$ cat config.mk
export PLATFORM = sky130hd
export DESIGN_NAME = http_request_header_parser_core
export DESIGN_NICKNAME = d
export VERILOG_FILES = /design/src/hdl/hrhp_pkg.sv /design/src/hdl/hrhp_step.sv /design/src/hdl/http_request_header_parser_core.sv
export VERILOG_INCLUDE_DIRS = /design/src /design/src/hdl
export SDC_FILE = /design/constraint.sdc
export NUM_CORES = 1
export LEC_CHECK = 0
export BUFFER_PORTS_ARGS = -buffer_cell sky130_fd_sc_hd__buf_4
export CAP_MARGIN = 10
export CORE_ASPECT_RATIO = 1.1
export CORE_UTILIZATION = 45
export DETAILED_ROUTE_END_ITERATION = 8
export HOLD_SLACK_MARGIN = 0.05
export PLACE_DENSITY = 0.71
export REMOVE_ABC_BUFFERS = 1
export SETUP_SLACK_MARGIN = 0.1
export SYNTH_ARGS = -nofsm -noshare
export SYNTH_HDL_FRONTEND = slang
export SYNTH_HIERARCHICAL = 1
export SYNTH_SLANG_ARGS = --single-unit
$ cat constraint.sdc
create_clock -name i_clk -period 4.2 [get_ports i_clk]
set_clock_uncertainty 0.2 [all_clocks]
set_input_delay 0.21 -clock i_clk [delete_from_list [all_inputs] [get_ports i_clk]]
set_output_delay 0.21 -clock i_clk [all_outputs]
set_load 0.005 [all_outputs]
$ cat src/hdl/http_request_header_parser_core_assert.svh
// Assertion macros for the HTTP request header parser core.
// Depends on nothing; included by modules that check their own logic.
`ifndef HTTP_REQUEST_HEADER_PARSER_CORE_ASSERT_SVH
`define HTTP_REQUEST_HEADER_PARSER_CORE_ASSERT_SVH

`ifndef SYNTHESIS
`define HRHP_ASSERT(label, clk, rst_n, prop) \
    label: assert property (@(posedge clk) disable iff (!rst_n) prop) \
        else $error("hrhp assertion failed");
`define HRHP_ASSERT_ALWAYS(label, clk, prop) \
    label: assert property (@(posedge clk) prop) \
        else $error("hrhp assertion failed");
`else
`define HRHP_ASSERT(label, clk, rst_n, prop)
`define HRHP_ASSERT_ALWAYS(label, clk, prop)
`endif

`endif

$ cat src/hdl/hrhp_pkg.sv
// Shared types, codes and character helpers for the HTTP request header parser.
// No dependencies; imported by hrhp_step and the top level.
package hrhp_pkg;

    localparam int ROUTE_BYTES = 128;
    localparam int OFFSET_BITS = 16;

    typedef enum logic [3:0] {
        PH_VERB       = 4'd0,
        PH_ROUTE      = 4'd1,
        PH_VERSION    = 4'd2,
        PH_VERSION_CR = 4'd3,
        PH_KEY        = 4'd4,
        PH_SEP        = 4'd5,
        PH_VALUE      = 4'd6,
        PH_VAL_CR1    = 4'd7,
        PH_VAL_LF1    = 4'd8,
        PH_VAL_CR2    = 4'd9,
        PH_BODY       = 4'd10,
        PH_HALT       = 4'd11
    } t_phase;

    localparam logic [2:0] ROLE_SKIP    = 3'd0;
    localparam logic [2:0] ROLE_VERB    = 3'd1;
    localparam logic [2:0] ROLE_ROUTE   = 3'd2;
    localparam logic [2:0] ROLE_VERSION = 3'd3;
    localparam logic [2:0] ROLE_KEY     = 3'd4;
    localparam logic [2:0] ROLE_VALUE   = 3'd5;
    localparam logic [2:0] ROLE_BODY    = 3'd6;

    localparam logic [1:0] VERB_NONE  = 2'd0;
    localparam logic [1:0] VERB_GET   = 2'd1;
    localparam logic [1:0] VERB_POST  = 2'd2;
    localparam logic [1:0] VERB_UNSUP = 2'd3;

    localparam logic [1:0] STAT_PARSING  = 2'd0;
    localparam logic [1:0] STAT_BODY     = 2'd1;
    localparam logic [1:0] STAT_ABORT    = 2'd2;
    localparam logic [1:0] STAT_OVERFLOW = 2'd3;

    localparam logic [7:0] CH_SP    = 8'h20;
    localparam logic [7:0] CH_CR    = 8'h0D;
    localparam logic [7:0] CH_LF    = 8'h0A;
    localparam logic [7:0] CH_COLON = 8'h3A;

    localparam logic [7:0] ROUTE_MAX = 8'(ROUTE_BYTES);

    typedef struct packed {
        t_phase                 phase;
        logic                   in_token;
        logic [1:0]             vflags;
        logic [7:0]             tlen;
        logic [OFFSET_BITS-1:0] pos;
        logic [1:0]             verb;
        logic [1:0]             status;
    } t_state;

    typedef struct packed {
        logic [2:0]  role;
        logic        tend;
        logic [1:0]  verb;
        logic [1:0]  status;
        logic [15:0] offset;
        logic [7:0]  data;
        logic        last;
    } t_result;

    localparam t_state STATE_RESET = '{
        phase:    PH_VERB,
        in_token: 1'b0,
        vflags:   2'b11,
        tlen:     8'd0,
        pos:      '0,
        verb:     VERB_NONE,
        status:   STAT_PARSING
    };

    function automatic logic is_blank(input logic [7:0] b);
        return (b == CH_SP) || (b == CH_CR) || (b == CH_LF);
    endfunction

    function automatic logic [7:0] get_char(input logic [1:0] idx);
        logic [7:0] c;
        case (idx)
            2'd0:    c = 8'h47;
            2'd1:    c = 8'h45;
            2'd2:    c = 8'h54;
            default: c = 8'h00;
        endcase
        return c;
    endfunction

    function automatic logic [7:0] post_char(input logic [1:0] idx);
        logic [7:0] c;
        case (idx)
            2'd0:    c = 8'h50;
            2'd1:    c = 8'h4F;
            2'd2:    c = 8'h53;
            default: c = 8'h54;
        endcase
        return c;
    endfunction

endpackage

$ cat src/hdl/hrhp_step.sv
// Per-byte parse decision: next parse state and the result for one request byte.
// Depends on hrhp_pkg.
module hrhp_step (
    input  hrhp_pkg::t_state  i_state,
    input  logic [7:0]        i_data,
    input  logic              i_first,
    input  logic              i_last,
    output hrhp_pkg::t_state  o_state,
    output hrhp_pkg::t_result o_result
);
    import hrhp_pkg::*;

    t_state                    s;
    t_state                    n;
    logic [2:0]                role;
    logic                      tend;
    logic                      blank;
    logic [OFFSET_BITS+15:0]   off_ext;

    always_comb begin
        s     = i_first ? STATE_RESET : i_state;
        n     = s;
        role  = ROLE_SKIP;
        tend  = 1'b0;
        blank = is_blank(i_data);

        case (s.phase)
            PH_VERB: begin
                if (!s.in_token) begin
                    if (!blank) begin
                        n.in_token = 1'b1;
                        n.vflags   = {i_data == post_char(2'd0), i_data == get_char(2'd0)};
                        n.tlen     = 8'd1;
                        role       = ROLE_VERB;
                    end
                end else if (!blank) begin
                    n.vflags[0] = s.vflags[0] && (s.tlen < 8'd3)
                                  && (i_data == get_char(s.tlen[1:0]));
                    n.vflags[1] = s.vflags[1] && (s.tlen < 8'd4)
                                  && (i_data == post_char(s.tlen[1:0]));
                    n.tlen      = (s.tlen == 8'hFF) ? s.tlen : s.tlen + 8'd1;
                    role        = ROLE_VERB;
                end else begin
                    role       = ROLE_VERB;
                    tend       = 1'b1;
                    n.in_token = 1'b0;
                    n.tlen     = 8'd0;
                    if (s.vflags[0] && s.tlen == 8'd3) begin
                        n.verb  = VERB_GET;
                        n.phase = PH_ROUTE;
                    end else if (s.vflags[1] && s.tlen == 8'd4) begin
                        n.verb  = VERB_POST;
                        n.phase = PH_ROUTE;
                    end else begin
                        n.verb   = VERB_UNSUP;
                        n.status = STAT_ABORT;
                        n.phase  = PH_HALT;
                    end
                end
            end
            PH_ROUTE: begin
                if (!s.in_token) begin
                    if (!blank) begin
                        n.in_token = 1'b1;
                        n.tlen     = 8'd1;
                        role       = ROLE_ROUTE;
                    end
                end else if (blank) begin
                    role       = ROLE_ROUTE;
                    tend       = 1'b1;
                    n.in_token = 1'b0;
                    n.tlen     = 8'd0;
                    n.phase    = PH_VERSION;
                end else if (s.tlen >= ROUTE_MAX) begin
                    n.status   = STAT_OVERFLOW;
                    n.in_token = 1'b0;
                    n.phase    = PH_HALT;
                end else begin
                    n.tlen = s.tlen + 8'd1;
                    role   = ROLE_ROUTE;
                end
            end
            PH_VERSION, PH_VERSION_CR: begin
                if (s.phase == PH_VERSION_CR && i_data == CH_LF) begin
                    n.phase    = PH_KEY;
                    n.in_token = 1'b0;
                end else if (i_data == CH_CR) begin
                    n.phase = PH_VERSION_CR;
                end else begin
                    n.phase = PH_VERSION;
                    role    = ROLE_VERSION;
                end
            end
            PH_KEY: begin
                if (!s.in_token) begin
                    if (!blank) begin
                        n.in_token = 1'b1;
                        role       = ROLE_KEY;
                    end
                end else if (i_data == CH_COLON) begin
                    role       = ROLE_KEY;
                    tend       = 1'b1;
                    n.in_token = 1'b0;
                    n.phase    = PH_VALUE;
                end else if (!blank) begin
                    role = ROLE_KEY;
                end else begin
                    role       = ROLE_KEY;
                    tend       = 1'b1;
                    n.in_token = 1'b0;
                    n.phase    = PH_SEP;
                end
            end
            PH_SEP: begin
                if (i_data == CH_COLON) begin
                    n.phase = PH_VALUE;
                end
            end
            PH_VALUE: begin
                if (!s.in_token) begin
                    if (!blank) begin
                        n.in_token = 1'b1;
                        role       = ROLE_VALUE;
                    end
                end else if (i_data != CH_CR) begin
                    role = ROLE_VALUE;
                end else begin
                    role       = ROLE_VALUE;
                    tend       = 1'b1;
                    n.in_token = 1'b0;
                    n.phase    = PH_VAL_CR1;
                end
            end
            PH_VAL_CR1, PH_VAL_LF1, PH_VAL_CR2: begin
                if ((s.phase == PH_VAL_CR1 && i_data == CH_LF)
                    || (s.phase == PH_VAL_LF1 && i_data == CH_CR)
                    || (s.phase == PH_VAL_CR2 && i_data == CH_LF)) begin
                    n.phase = t_phase'(s.phase + 4'd1);
                end else begin
                    n.phase = PH_KEY;
                    if (!blank) begin
                        n.in_token = 1'b1;
                        role       = ROLE_KEY;
                    end
                end
            end
            PH_BODY: begin
                if (!blank) begin
                    role     = ROLE_BODY;
                    n.status = STAT_BODY;
                    n.phase  = PH_HALT;
                end
            end
            default: begin
            end
        endcase

        n.pos = s.pos + 1'b1;
    end

    assign off_ext         = {16'd0, s.pos};
    assign o_result.role   = role;
    assign o_result.tend   = tend;
    assign o_result.verb   = n.verb;
    assign o_result.status = n.status;
    assign o_result.offset = off_ext[15:0];
    assign o_result.data   = i_data;
    assign o_result.last   = i_last;
    assign o_state         = i_last ? STATE_RESET : n;

endmodule

$ cat src/hdl/http_request_header_parser_core.sv
// HTTP request header parser core: one request byte in, one classified byte out.
// Each accepted byte passes through the input register and then the result register.
// Throughput: one byte per cycle when not stalled; parse state updates as each byte enters r_res.
// Reset: i_rst_n synchronous, active low; clears both stages and the parse state.
// Depends on hrhp_pkg, hrhp_step and http_request_header_parser_core_assert.svh.
`include "http_request_header_parser_core_assert.svh"
module http_request_header_parser_core (
    input  logic        i_clk,
    input  logic        i_rst_n,
    input  logic        i_s_axis_tvalid,
    output logic        o_s_axis_tready,
    input  logic [7:0]  i_s_axis_tdata,   // data_byte
    input  logic        i_s_axis_tuser,   // first_byte
    input  logic        i_s_axis_tlast,   // last_byte
    output logic        o_m_axis_tvalid,
    input  logic        i_m_axis_tready,
    // byte_role[2:0], token_end[3], verb_code[5:4], parse_status[7:6],
    // byte_offset[23:8], data_out[31:24]
    output logic [31:0] o_m_axis_tdata,
    output logic        o_m_axis_tlast    // out_last
);
    import hrhp_pkg::*;

    logic       r_in_valid;
    logic [7:0] r_in_data;
    logic       r_in_first;
    logic       r_in_last;
    logic       r_out_valid;
    t_result    r_res;
    t_state     r_state;

    t_state     n_state;
    t_result    n_res;
    logic       w_adv;
    logic       w_take;

    hrhp_step u_step (
        .i_state  (r_state),
        .i_data   (r_in_data),
        .i_first  (r_in_first),
        .i_last   (r_in_last),
        .o_state  (n_state),
        .o_result (n_res)
    );

    assign w_adv           = r_in_valid && (!r_out_valid || i_m_axis_tready);
    assign o_s_axis_tready = !r_in_valid || w_adv;
    assign w_take          = i_s_axis_tvalid && o_s_axis_tready;

    always_ff @(posedge i_clk) begin
        if (!i_rst_n) begin
            r_in_valid  <= 1'b0;
            r_out_valid <= 1'b0;
            r_state     <= STATE_RESET;
        end else begin
            if (w_take) begin
                r_in_valid <= 1'b1;
            end else if (w_adv) begin
                r_in_valid <= 1'b0;
            end
            if (w_adv) begin
                r_out_valid <= 1'b1;
                r_state     <= n_state;
            end else if (i_m_axis_tready) begin
                r_out_valid <= 1'b0;
            end
        end
    end

    always_ff @(posedge i_clk) begin
        if (w_take) begin
            r_in_data  <= i_s_axis_tdata;
            r_in_first <= i_s_axis_tuser;
            r_in_last  <= i_s_axis_tlast;
        end
        if (w_adv) begin
            r_res <= n_res;
        end
    end

    assign o_m_axis_tvalid = r_out_valid;
    assign o_m_axis_tdata  = {r_res.data, r_res.offset, r_res.status, r_res.verb,
                              r_res.tend, r_res.role};
    assign o_m_axis_tlast  = r_res.last;

    `HRHP_ASSERT(a_halt_skips, i_clk, i_rst_n,
        (w_adv && r_state.phase == PH_HALT && !r_in_first) |=> (r_res.role == ROLE_SKIP))
    `HRHP_ASSERT(a_body_status, i_clk, i_rst_n,
        (r_out_valid && r_res.role == ROLE_BODY) |-> (r_res.status == STAT_BODY))
    `HRHP_ASSERT(a_tend_role, i_clk, i_rst_n,
        (r_out_valid && r_res.tend) |-> (r_res.role != ROLE_SKIP))
    `HRHP_ASSERT(a_last_clears, i_clk, i_rst_n,
        (w_adv && r_in_last) |=> (r_state.phase == PH_VERB && r_state.pos == '0))
    `HRHP_ASSERT(a_pos_advance, i_clk, i_rst_n,
        (w_adv && !r_in_first && !r_in_last)
        |=> (r_state.pos == OFFSET_BITS'($past(r_state.pos) + 1'b1)))

endmodule

# Word level (Yosys, flattened, before mapping)
# Cells that the tools add are included.
# totals
reg_bits	80
latchBits	0
mem_bits_rw	0
romBits	0
inputBits	14
output_inout_bits	35
word_cells	161
mem_count	0
# op_classes
addsub	3
mul	0
div	0
order_cmp	3
n_eq_ne	24
n_shift	0
n_mux	85
bitwise_logic	0
reduce_logical	27
# op_table
operator	count
two-way mux 8 bit	12
two-way mux 35 bit	2
two-way mux 4 bit	12
one-hot mux 4 bit (8 select lines)	1
two-way mux 5 bit	6
two-way mux 2 bit	14
two-way mux 3 bit	8
two-way mux 11 bit	2
two-way mux 1 bit	21
one-hot mux 3 bit (7 select lines)	1
one-hot mux 7 bit (3 select lines)	1
adder 16 x 1 -> 16 bit (second input constant)	1
equality test 4 x 3 -> 1 bit (second input constant)	4
equality test 8 x 4 -> 1 bit (second input constant)	2
equality test 8 x 6 -> 1 bit (second input constant)	2
equality test 8 x 7 -> 1 bit (second input constant)	2
equality test 8 bit	2
one-hot mux 8 bit (2 select lines)	1
one-hot mux 5 bit (3 select lines)	1
equality test 4 bit (second input constant)	3
logical AND 1 bit	12
adder 8 x 1 -> 8 bit (second input constant)	1
equality test 4 x 2 -> 1 bit (second input constant)	2
equality test 8 x 2 -> 1 bit (second input constant)	1
other kinds (20)	28

# Longest topological paths before layout
# Gate-level depths: netlist of the first run.
# logic_depth
word_depth	12
ltp_mapped	14
ltp_nobuf	10

# By module
# The synthesis of the first run kept the hierarchy.
# modules_own_cells
mod	n_inst	cells_each	area_each_um2	seq_area_each_um2
http_request_header_parser_core	1	205	2816.5	2031.9
hrhp_step	1	351	2173.3	0.0

# Worst setup path before layout of the first run
# No wires, ideal clock.
# synth_timing
kind	register to register
from	register r_in_first
to	register r_state[16] (netlist bit)
setup_time_ns	0.072
t_arrival_ns	2.745
required_ns	3.928
setup_slack_ns	1.184
stages_incl_launch_ff	15
path_buffers	5
period_less_slack_ns	3.016
cell_sequence	edfxtp_1 -> clkbuf_1 -> buf_2 -> buf_2 -> buf_2 -> clkbuf_1 -> nor2b_1 -> ha_1 -> nand3_1 -> nor4_1 -> nand3_1 -> xor2_1 -> nor2_1 -> nand2_1 -> mux2i_1
# synth_lines
element	line_no	source
start, declared	http_request_header_parser_core.sv:26	logic r_in_first;
start signal, assigned	http_request_header_parser_core.sv:73	r_in_first <= i_s_axis_tuser;
end signal, assigned	http_request_header_parser_core.sv:63	r_state <= n_state;
end, declared	http_request_header_parser_core.sv:30	t_state r_state;

==> results of run 1 <==
[metrics by stage]
step	hold WS [ps]	setup WS [ps]	cells	total power, mW
3_5_place_dp	189.9	952.0	705	1.005
5_1_grt	261.5	681.7	734	1.894
6_report	213.3	854.3	734	1.836
3_3_place_gp	189.1	1167	705	1.003
2_1_floorplan	101.3	1331	506	0.9405
4_1_cts	194.6	915.4	734	1.850
[worst max-delay path by stage]
| stage | depth (start not counted) | slack (ps) | startpoint | end |
|---|---|---|---|---|
| floorplan | 7 | 1330 | r_in_first | r_state[21] |
| global placement | 9 | 1170 | r_in_first | r_state[34] |
| detailed placement | 9 | 950 | r_in_first | r_state[1] |
| CTS | 10 | 920 | r_in_first | r_state[28] |
| global route | 9 | 680 | r_in_first | r_state[1] |
| finish | 9 | 850 | r_in_first | r_state[1] |
[report_power, final]
group | switching (mW) | internal, mW | leakage (nW) | total (mW)
sequential | 0.0253 | 0.845 | 0.724 | 0.870
combinational | 0.0714 | 0.0573 | 1.12 | 0.129
clock | 0.337 | 0.500 | 0.155 | 0.837
total | 0.434 | 1.40 | 2.00 | 1.84
[sequential cells by signal, summed over array words and instances (netlist names)]
signal / count
r_state: 35
o_m_axis_tdata: 32
o_m_axis_tlast: 1
r_in_valid: 1
r_in_data: 8
r_in_first: 1
o_m_axis_tvalid: 1
r_in_last: 1
[kinds of logic (layout without fill, tap and decap cells)]
group,after synthesis,in the layout,synth area share (%)
and+or+nand+nor,246,246,25.43
AOI/OAI and AO/OA,106,106,15.42
DFF,80,80,40.72
buffers and inverters,66,101,7.096
muxes,37,37,7.422
xor gates and xnor gates,18,18,3.160
adders and majority gates,3,3,0.7523
[metal layers]
metal  up-vias  routed length [um]
li1       2069                   -
met1      2090                5694
met2       165                5922
met3        24                 783
met4         0                 275
met5         -                   0
[synth_stat cells (4+ instances only)]
library cell	count	area, um^2
nand2_1	95	356.6
edfxtp_1	43	1291
nor2_1	39	146.4
dfxtp_1	37	740.7
mux2i_1	37	370.4
clkbuf_1	27	101.4
nor2b_1	25	156.4
a21oi_1	24	120.1
o21ai_0	17	85.08
inv_1	15	56.30
nand3_1	13	65.06
buf_4	11	82.58
nor3_1	11	55.05
xnor2_1	9	78.83
xor2_1	9	78.83
a31oi_1	8	50.05
buf_2	7	35.03
nand2b_1	7	43.79
or3_1	6	37.54
nor4_1	5	31.28
o2111ai_1	5	43.79
and3_1	4	25.02
nand4_1	4	25.02
nand4b_1	4	35.03
o21a_1	4	30.03
o21ai_1	4	20.02
or4_1	4	30.03
[area by class of cell]
| type | count | area share [%] |
|---|---|---|
| clock inverters | 5 | 1.068 |
| multi-input cells | 410 | 45.36 |
| clock buffers | 11 | 4.425 |
| flip-flops and latches | 80 | 35.40 |
| repair buffers | 69 | 9.590 |
| well taps | 143 | 3.117 |
| inverters | 16 | 1.046 |
[worst max-delay path, delay by kind of cell (launching register included)]
family / cells / cell delay, ps
DFF: 1 / 780
adders and majority gates: 1 / 260
muxes: 1 / 170
and+or+nand+nor: 3 / 800
buffers and inverters: 1 / 140
AOI/OAI and AO/OA: 3 / 930
==> impl_metrics.toml, run 1 <==
[outcome]
run_status = "completed"

[clock_network]
cts_sinks = 80
post_cts_buffers = 0
clkTransAtPathRegs_ps = 60
hold_buffers = 13
clkLatencyLatePin_ps = 350
cts_buffers = 9
clockBufferDepth = 2
cts_resized = 0
root_buffer = "clkbuf_16"
htreeDepth = 3
cts_tree = "yes"

[logic_synthesis]
ys.flop_type = "edfxtp_1"
synth_seq_cells = 80
netlist-cell-type-count = 74
synthArstFlopShare_pct = 0
syn_inst = 556
ys_warn_count = 6
synth_edf_count = 43
synth_area_mm2 = 0.004990
synth-seq-area-share_pct = 40.72
avgSynthCellArea_um2 = 8.974

[power_and_ir_drop]
p_leak_nw = 2.001
powerDensity_mw_per_mm2 = 319.8
ir_worst_vdd_v = 0.0001747

[setup_path]
worstPathMaxFanout = 28
reg2reg_depth = 9
arrival_ps = 3420
required_ps = 4270
r2r_slack_ps = 850
end_kind = "flip-flop"
path_cells = "nor2b_1, inv_1, ha_1, and4b_1, o21ai_0, a31oi_1, o32ai_2, nand2_1, mux2i_1"
r2r-end = "r_state[1]"
crit_type = "flip-flop to flip-flop"
rr_startpoint = "r_in_first"
critPathLaunchType = "flip-flop"
max_stage_delay_ps = 780
worst_path_max_delay_cell = "edfxtp_1"

[die]
dieArea_mm2 = 0.01151
rows = 39
start_util_pct = 47.12
die_w_um = 102.4
core_area_mm2 = 0.01059
ios = 49
die_y_um = 112.4

[layout]
design_area_mm2 = 0.005741
multi_input_area_mm2 = 0.002604
nets = 603
layout-drive-gt1-share_pct = 14.89
insertedDiodeCount = 0
utilization_pct = 54.21
synthToLayoutAreaGrowth_pct = 15.05
nFillCells = 964
register_area_mm2 = 0.002032
layout_common_cells = "nand2_1, buf_4, edfxtp_1, nor2_1"
final_common_cell = "nand2_1"

[routing]
wl_per_cell_um = 17.27
vias = 4348
postRouteAntennaNets = 0
wl_um = 12680
remaining_drc_errors = 0
drt-initial-drc-count = 403
dr.pass1.iters = 5
routed_via_density = 5.924

[sta]
tns_ps = 0
slew_headroom_pct = 35.32
slew_viol_final = 0
period_share_pct = 79.66
hold_viol = 0
period_needed_ps = 3346
fmax_mhz = 298.9
tightestPinTransition_ps = 970.2
setup_violations = 0
rsz0062_at_grt = "false"

[grt]
grt_pass1_wl_um = 20910
gr-usage-met1_pct = 32.19
busiest_layer = "met2"
gr-total-overflow = 0
grt_pass1_vias = 4049
use_met3_pct = 4.483
grt_util_met2_pct = 35.57
track_usage_pct = 23.33
antenna_found_initial = 0
grt_max_degree = 71

[placement]
place_congestion = 0.9067
portBuffers = 48
dp_hpwl_um = 8067
placed_area_mm2 = 0.005295

[job]
cap_viol_max_count = 0

[min_path]
worstHoldEndpoint = "r_state[29]"
min_path_type = "primary input to flip-flop"
hold_path.startpoint = "i_rst_n"
hold_depth = 2
Power figures use the tool's default switching activity.
==> run 2: changes to the inputs <==
==> constraint.sdc (replaced) <==
create_clock -name i_clk -period 3.5 [get_ports i_clk]
set_clock_uncertainty 0.2 [all_clocks]
set_input_delay 0.175 -clock i_clk [delete_from_list [all_inputs] [get_ports i_clk]]
set_output_delay 0.175 -clock i_clk [all_outputs]
set_load 0.005 [all_outputs]
==> run 2 against run 1 <==
Die area did not move. Via count fell by 0.39%. Clock power rose by 17%. Global-route usage rose by 0.067 points. Sequential share of layout area fell by 0.24 points. Design area rose by 0.68%. Cell count rose by 0.54%. Largest power group unchanged. Total power rose by 19%. Register-to-register slack got worse by 450 ps. Clock-buffer cell count rose by 1. Critical path depth rose by 1. Non-clock buffer count rose by 4.
==> impl_metrics.toml, run 2 (synthesis results as in run 1) <==
[grt]
grt_pass1_vias = 4236
gr-total-overflow = 0
track_usage_pct = 23.40
grt_max_degree = 71
antenna_found_initial = 0
grt_pass1_wl_um = 21140

[sta]
fmax_mhz = 323.4
rsz0062_at_grt = "false"
tightestPinTransition_ps = 692.7
tns_ps = 0
slew_headroom_pct = 53.65
period_needed_ps = 3092
slew_viol_final = 0
setup_violations = 0
period_share_pct = 88.35
fin_hold_ws_ps = 186.7
hold_viol = 0

[min_path]
hold_depth = 3
worstHoldEndpoint = "r_state[17]"
min_path_type = "primary input to flip-flop"
hold_path.startpoint = "i_rst_n"

[power_and_ir_drop]
clkPwrFrac_pct = 44.9
swShare_pct = 22.82
power.total_mw = 2.181
intPower_mw = 1.683
p_leak_nw = 2.021
p_seq_share_pct = 47.7
ir_worst_vdd_v = 0.0001889
powerDensity_mw_per_mm2 = 377.3
switchingPower_uw = 497.7
comb_power_share_pct = 7.5

[setup_path]
end_kind = "flip-flop"
crit_top_cell = "nand3_1"
reg2reg_depth = 10
r2r_slack_ps = 410
crit_type = "flip-flop to flip-flop"
rr_startpoint = "r_in_first"
r2r-end = "r_state[18]"
required_ps = 3570
arrival_ps = 3160
max_stage_delay_ps = 620
path_cells = "buf_4, nor2b_1, ha_1, nand3_1, nor4_1, nand3_1, xor2_1, nor2_1, nand2_1, mux2i_1"
critPathLaunchType = "flip-flop"
worstPathMaxFanout = 17
worst_path_max_delay_cell = "edfxtp_1"

[clock_network]
clockBufferDepth = 2
htreeDepth = 3
cts_buffers = 9
clkLatencyLatePin_ps = 340
cts_sinks = 80
cts_tree = "yes"
post_cts_buffers = 0
clkTransAtPathRegs_ps = 60
root_buffer = "clkbuf_16"

[layout]
nFillCells = 968
layout-drive-gt1-share_pct = 15.46
register_area_mm2 = 0.002032
final_common_cell = "nand2_1"
largest_register = "r_state"
layout_common_cells = "nand2_1, buf_4, edfxtp_1, nor2_1"
largest_register_ffs = 35
multi_input_area_mm2 = 0.002606
nets = 607
synthToLayoutAreaGrowth_pct = 15.82
insertedDiodeCount = 0

[placement]
dp_hpwl_um = 8333
place_congestion = 0.9452
portBuffers = 48

[die]
dieArea_mm2 = 0.01151
core_area_mm2 = 0.01059
ios = 49
rows = 39
die_y_um = 112.4
start_util_pct = 47.12
die_w_um = 102.4

[routing]
remaining_drc_errors = 0
vias = 4331
wl_um = 12850
dr.pass1.iters = 5
routed_via_density = 5.869
drt-initial-drc-count = 368
postRouteAntennaNets = 0
wl_per_cell_um = 17.41

[outcome]
run_status = "completed"

[job]
cap_viol_max_count = 0
==> run 2: cell types whose count changed in the layout (fill, tap and decap cells not counted) <==
cell        previous run  this run
nor2b_2                0         1
nor2b_1               25        24
clkbuf_1               1         2
clkinv_4               2         0
buf_12                 0         1
clkinvlp_4             0         1
buf_4                 56        59
==> run 2: per-layer routing <==
layer  vias to the layer above  global-route usage (%)  share of wire [%]  wire, um
met2                       180                   36.55                 47      5995
met1                      2047                   31.59                 45      5786
met5                         -                       0                  0         0
met3                        32                   3.923                5.5       712
met4                         0                   10.38                2.8       356
li1                       2072                       -                  -         -
==> run 2: layout make-up <==
cell class	count	share of cell area (%)
clock buffer	12	4.460
clock inverter	4	0.8876
inverter	16	1.039
multi-input combinational	410	45.10
sequential	80	35.16
tap	143	3.096
timing repair buffer	73	10.26
==> run 2: stage by stage <==
step | area [um^2] | utilization (%) | worst slack, ps | instances
3_5_place_dp | 5338 | 50.41 | 513.9 | 709
4_1_cts | 5777 | 54.56 | 431.1 | 738
5_1_grt | 5779 | 54.58 | 200.1 | 738
3_3_place_gp | 5338 | 50.41 | 613.5 | 709
2_1_floorplan | 4696 | - | 630.8 | 506
6_report | 5779 | 54.58 | 407.7 | 738
==> run 2: how the worst max path moves through the flow <==
stage               startpoint     endpoint  slack [ps]  cells past startpoint
floorplan           r_in_first  r_state[21]         630                      7
global placement    r_in_first  r_state[16]         610                     10
detailed placement  r_in_first  r_state[28]         510                     10
CTS                 r_in_first  r_state[28]         430                     10
global route        r_in_first  r_state[18]         200                     10
finish              r_in_first  r_state[18]         410                     10
==> run 2: power by group through the flow <==
stage | clock network, mW | logic, mW | registers [mW]
after global placement | 0 | 0.147 | 1.06
after CTS | 0.990 | 0.162 | 1.04
after global routing | 1.03 | 0.175 | 1.04
final | 0.979 | 0.163 | 1.04
after floorplan | 0 | 0.0671 | 1.06
after detailed placement | 0 | 0.149 | 1.06
==> run 2: what timing repair did <==
action	in CTS	in global routing
resized for setup	0	1
hold buffers	13	0
endpoints found under the hold margin	12	0
endpoints found under the setup margin	0	1
==> run 2: worst max-delay path: cells and delay by family, from the launching register on <==
kind,cells,cell delay [ps]
fa+ha+maj,1,210
mux,1,130
flops,1,620
buf+inv,1,310
xor+xnor,1,190
simple gates,6,1350
==> run 3: changes to the inputs <==
--- a/config.mk
+++ b/config.mk
@@ -6,6 +6,7 @@
 export SDC_FILE = /design/constraint.sdc
 export NUM_CORES = 1
 export LEC_CHECK = 0
+export ABC_AREA = 1
 export BUFFER_PORTS_ARGS = -buffer_cell sky130_fd_sc_hd__buf_4
 export CAP_MARGIN = 10
 export CORE_ASPECT_RATIO = 1.1
==> run 3 against run 2 <==
Design area increased by 3.9%. Sequential power increased by 5%. Maximum frequency increased by 20%. Utilization decreased by 0.55 points. Worst setup slack improved by 510 ps. Cell count increased by 25%. Sequential share of layout area decreased by 1.3 points. Via count increased by 13%. Global-route usage decreased by 0.55 points. First-iteration DRC count increased by 0.82%. Sequential cell count unchanged. Non-clock buffer count decreased by 8. Critical endpoint is now r_state[16]. Largest power group unchanged.
==> impl_metrics.toml, run 3 <==
[setup_path]
path_delay_family = "simple AND/OR/NAND/NOR gates"
worstPathMaxFanout = 19
critPathLaunchType = "flip-flop"
max_stage_delay_ps = 430
reg2reg_depth = 15
crit_type = "flip-flop to flip-flop"
required_ps = 3580
arrival_ps = 2660
rr_startpoint = "r_in_first"
r2r-end = "r_state[16]"
path_cells = "buf_4, nor2_1, ha_1, nand4_2, nor2_4, nand3_2, nor2_2, nand3_1, nand2_1, nand2_1, nor2_1, inv_1, nand3_1, nand2_1, nor2_1"
worst_path_max_delay_cell = "edfxtp_1"
end_kind = "flip-flop"
worst-path-buf-inv = 2
r2r_slack_ps = 920

[grt]
grt_pass1_vias = 4613
grt_pass1_wl_um = 21800
antenna_found_initial = 0
gr-total-overflow = 0
track_usage_pct = 22.85
grt_max_degree = 70

[logic_synthesis]
synth_most_common_cell = "nand2_1"
synth_top_cell_area_share_pct = 24.71
synth_edf_count = 43
synth_seq_cells = 80
ys_warn_count = 6
synthArstFlopShare_pct = 0
synth_area_mm2 = 0.005226
avgSynthCellArea_um2 = 7.101
netlist-cell-type-count = 44
syn_inst = 736
synthTopCellsByArea = "edfxtp_1, dfxtp_1, nand2_1, nand3_1, nor2_1"
synth_common_cells = "nand2_1, nor2_1, inv_1"
yosysTopAreaCell = "edfxtp_1"
synth-seq-area-share_pct = 38.88
ys.flop_type = "edfxtp_1"

[power_and_ir_drop]
intPower_mw = 1.802
comb_power_share_pct = 14.4
ir_worst_vdd_v = 0.0002171
power.total_mw = 2.440
clkPwrFrac_pct = 40.9
p_leak_nw = 2.670
p_seq_share_pct = 44.7
powerDensity_mw_per_mm2 = 406.4
switchingPower_uw = 637.5
swShare_pct = 26.13

[clock_network]
hold_buffers = 12
clkLatencyLatePin_ps = 340
htreeDepth = 3
clkTransAtPathRegs_ps = 60
cts_sinks = 80
cts_resized = 0
root_buffer = "clkbuf_16"
cts_buffers = 9
cts_tree = "yes"
post_cts_buffers = 0
clockBufferDepth = 2

[min_path]
worstHoldEndpoint = "r_state[28]"
hold_path.startpoint = "i_rst_n"
min_path_type = "primary input to flip-flop"
hold_depth = 2

[sta]
hold_viol = 0
period_needed_ps = 2585
period_share_pct = 73.85
fin_hold_ws_ps = 66.65
fmax_mhz = 386.9
tns_ps = 0
tightestPinTransition_ps = 819.0
rsz0062_at_grt = "false"
setup_violations = 0
slew_viol_final = 0
slew_headroom_pct = 45.34
setup_ws_ps = 915.3

[job]
cap_viol_max_count = 0

[layout]
utilization_pct = 54.03
final_common_cell = "nand2_1"
nFillCells = 1067
layout-drive-gt1-share_pct = 18.61
insertedDiodeCount = 0
nets = 791
largest_register = "r_state"
synthToLayoutAreaGrowth_pct = 14.87
layout_common_cells = "nand2_1, nor2_1, inv_1, nand3_1"
largest_register_ffs = 35

[routing]
wl_per_cell_um = 14.34
postRouteAntennaNets = 0
dr.pass1.iters = 5
routed_via_density = 5.283
drt-initial-drc-count = 371
vias = 4892
wl_um = 13280
remaining_drc_errors = 0

[die]
die_y_um = 115.0
die_w_um = 104.8
ios = 49
rows = 40
dieArea_mm2 = 0.01205
core_area_mm2 = 0.01111
start_util_pct = 47.04

[outcome]
run_status = "completed"

[placement]
dp_hpwl_um = 9032
place_congestion = 0.9411
dp_worst_setup_slack_ps = 949.8
portBuffers = 48
## run 3: final cells by class
| type | instances | area, um^2 | area share (%) |
|---|---|---|---|
| multi-input cells | 513 | 2559 | 42.62 |
| flip-flops and latches | 80 | 2033 | 33.87 |
| well taps | 147 | 183.9 | 3.064 |
| clock buffers | 11 | 232.7 | 3.877 |
| repair buffers | 65 | 518.0 | 8.629 |
| inverters | 105 | 396.6 | 6.607 |
| clock inverters | 5 | 80.08 | 1.334 |
## run 3: worst max path at each step
stage	startpoint	to	slack (ps)	cells past startpoint
6_report	r_in_first	r_state[16]	920	15
5_1_grt	r_in_first	r_state[34]	680	17
4_1_cts	r_in_first	r_state[16]	920	15
3_5_place_dp	r_in_first	r_state[16]	950	15
3_3_place_gp	r_in_first	r_state[32]	1020	17
2_1_floorplan	r_in_valid	o_m_axis_tdata[0]	510	2
## run 3: routing by layer
layer	global-route usage, %	part of all wire [%]	vias up
met2	39.78	50	153
met5	0	0	-
met4	11.64	2.9	0
met3	3.515	5.0	35
met1	27.66	42	2274
li1	-	-	2430
## run 3: metrics by stage
step           std cells  area [um^2]
6_report             926         6003
5_1_grt              926         6003
4_1_cts              926         6003
3_5_place_dp         898         5570
3_3_place_gp         898         5570
2_1_floorplan        698         4987
## run 3: cell families after synthesis
kind of cell,after synthesis,share of synthesized area [%]
buf+inv,143,12.16
xor+xnor,7,1.173
fa+ha+maj,3,0.7183
compound gates,86,8.882
simple gates,417,38.19
flops,80,38.88
## run 3: power by group through the flow
stage                     logic (mW)  registers, mW  clock network (mW)
final                          0.351           1.09               0.998
after global placement         0.330           1.11                   0
after global routing           0.391           1.10                1.05
after floorplan                0.209           1.12                   0
after CTS                      0.349           1.09                1.02
after detailed placement       0.337           1.11                   0
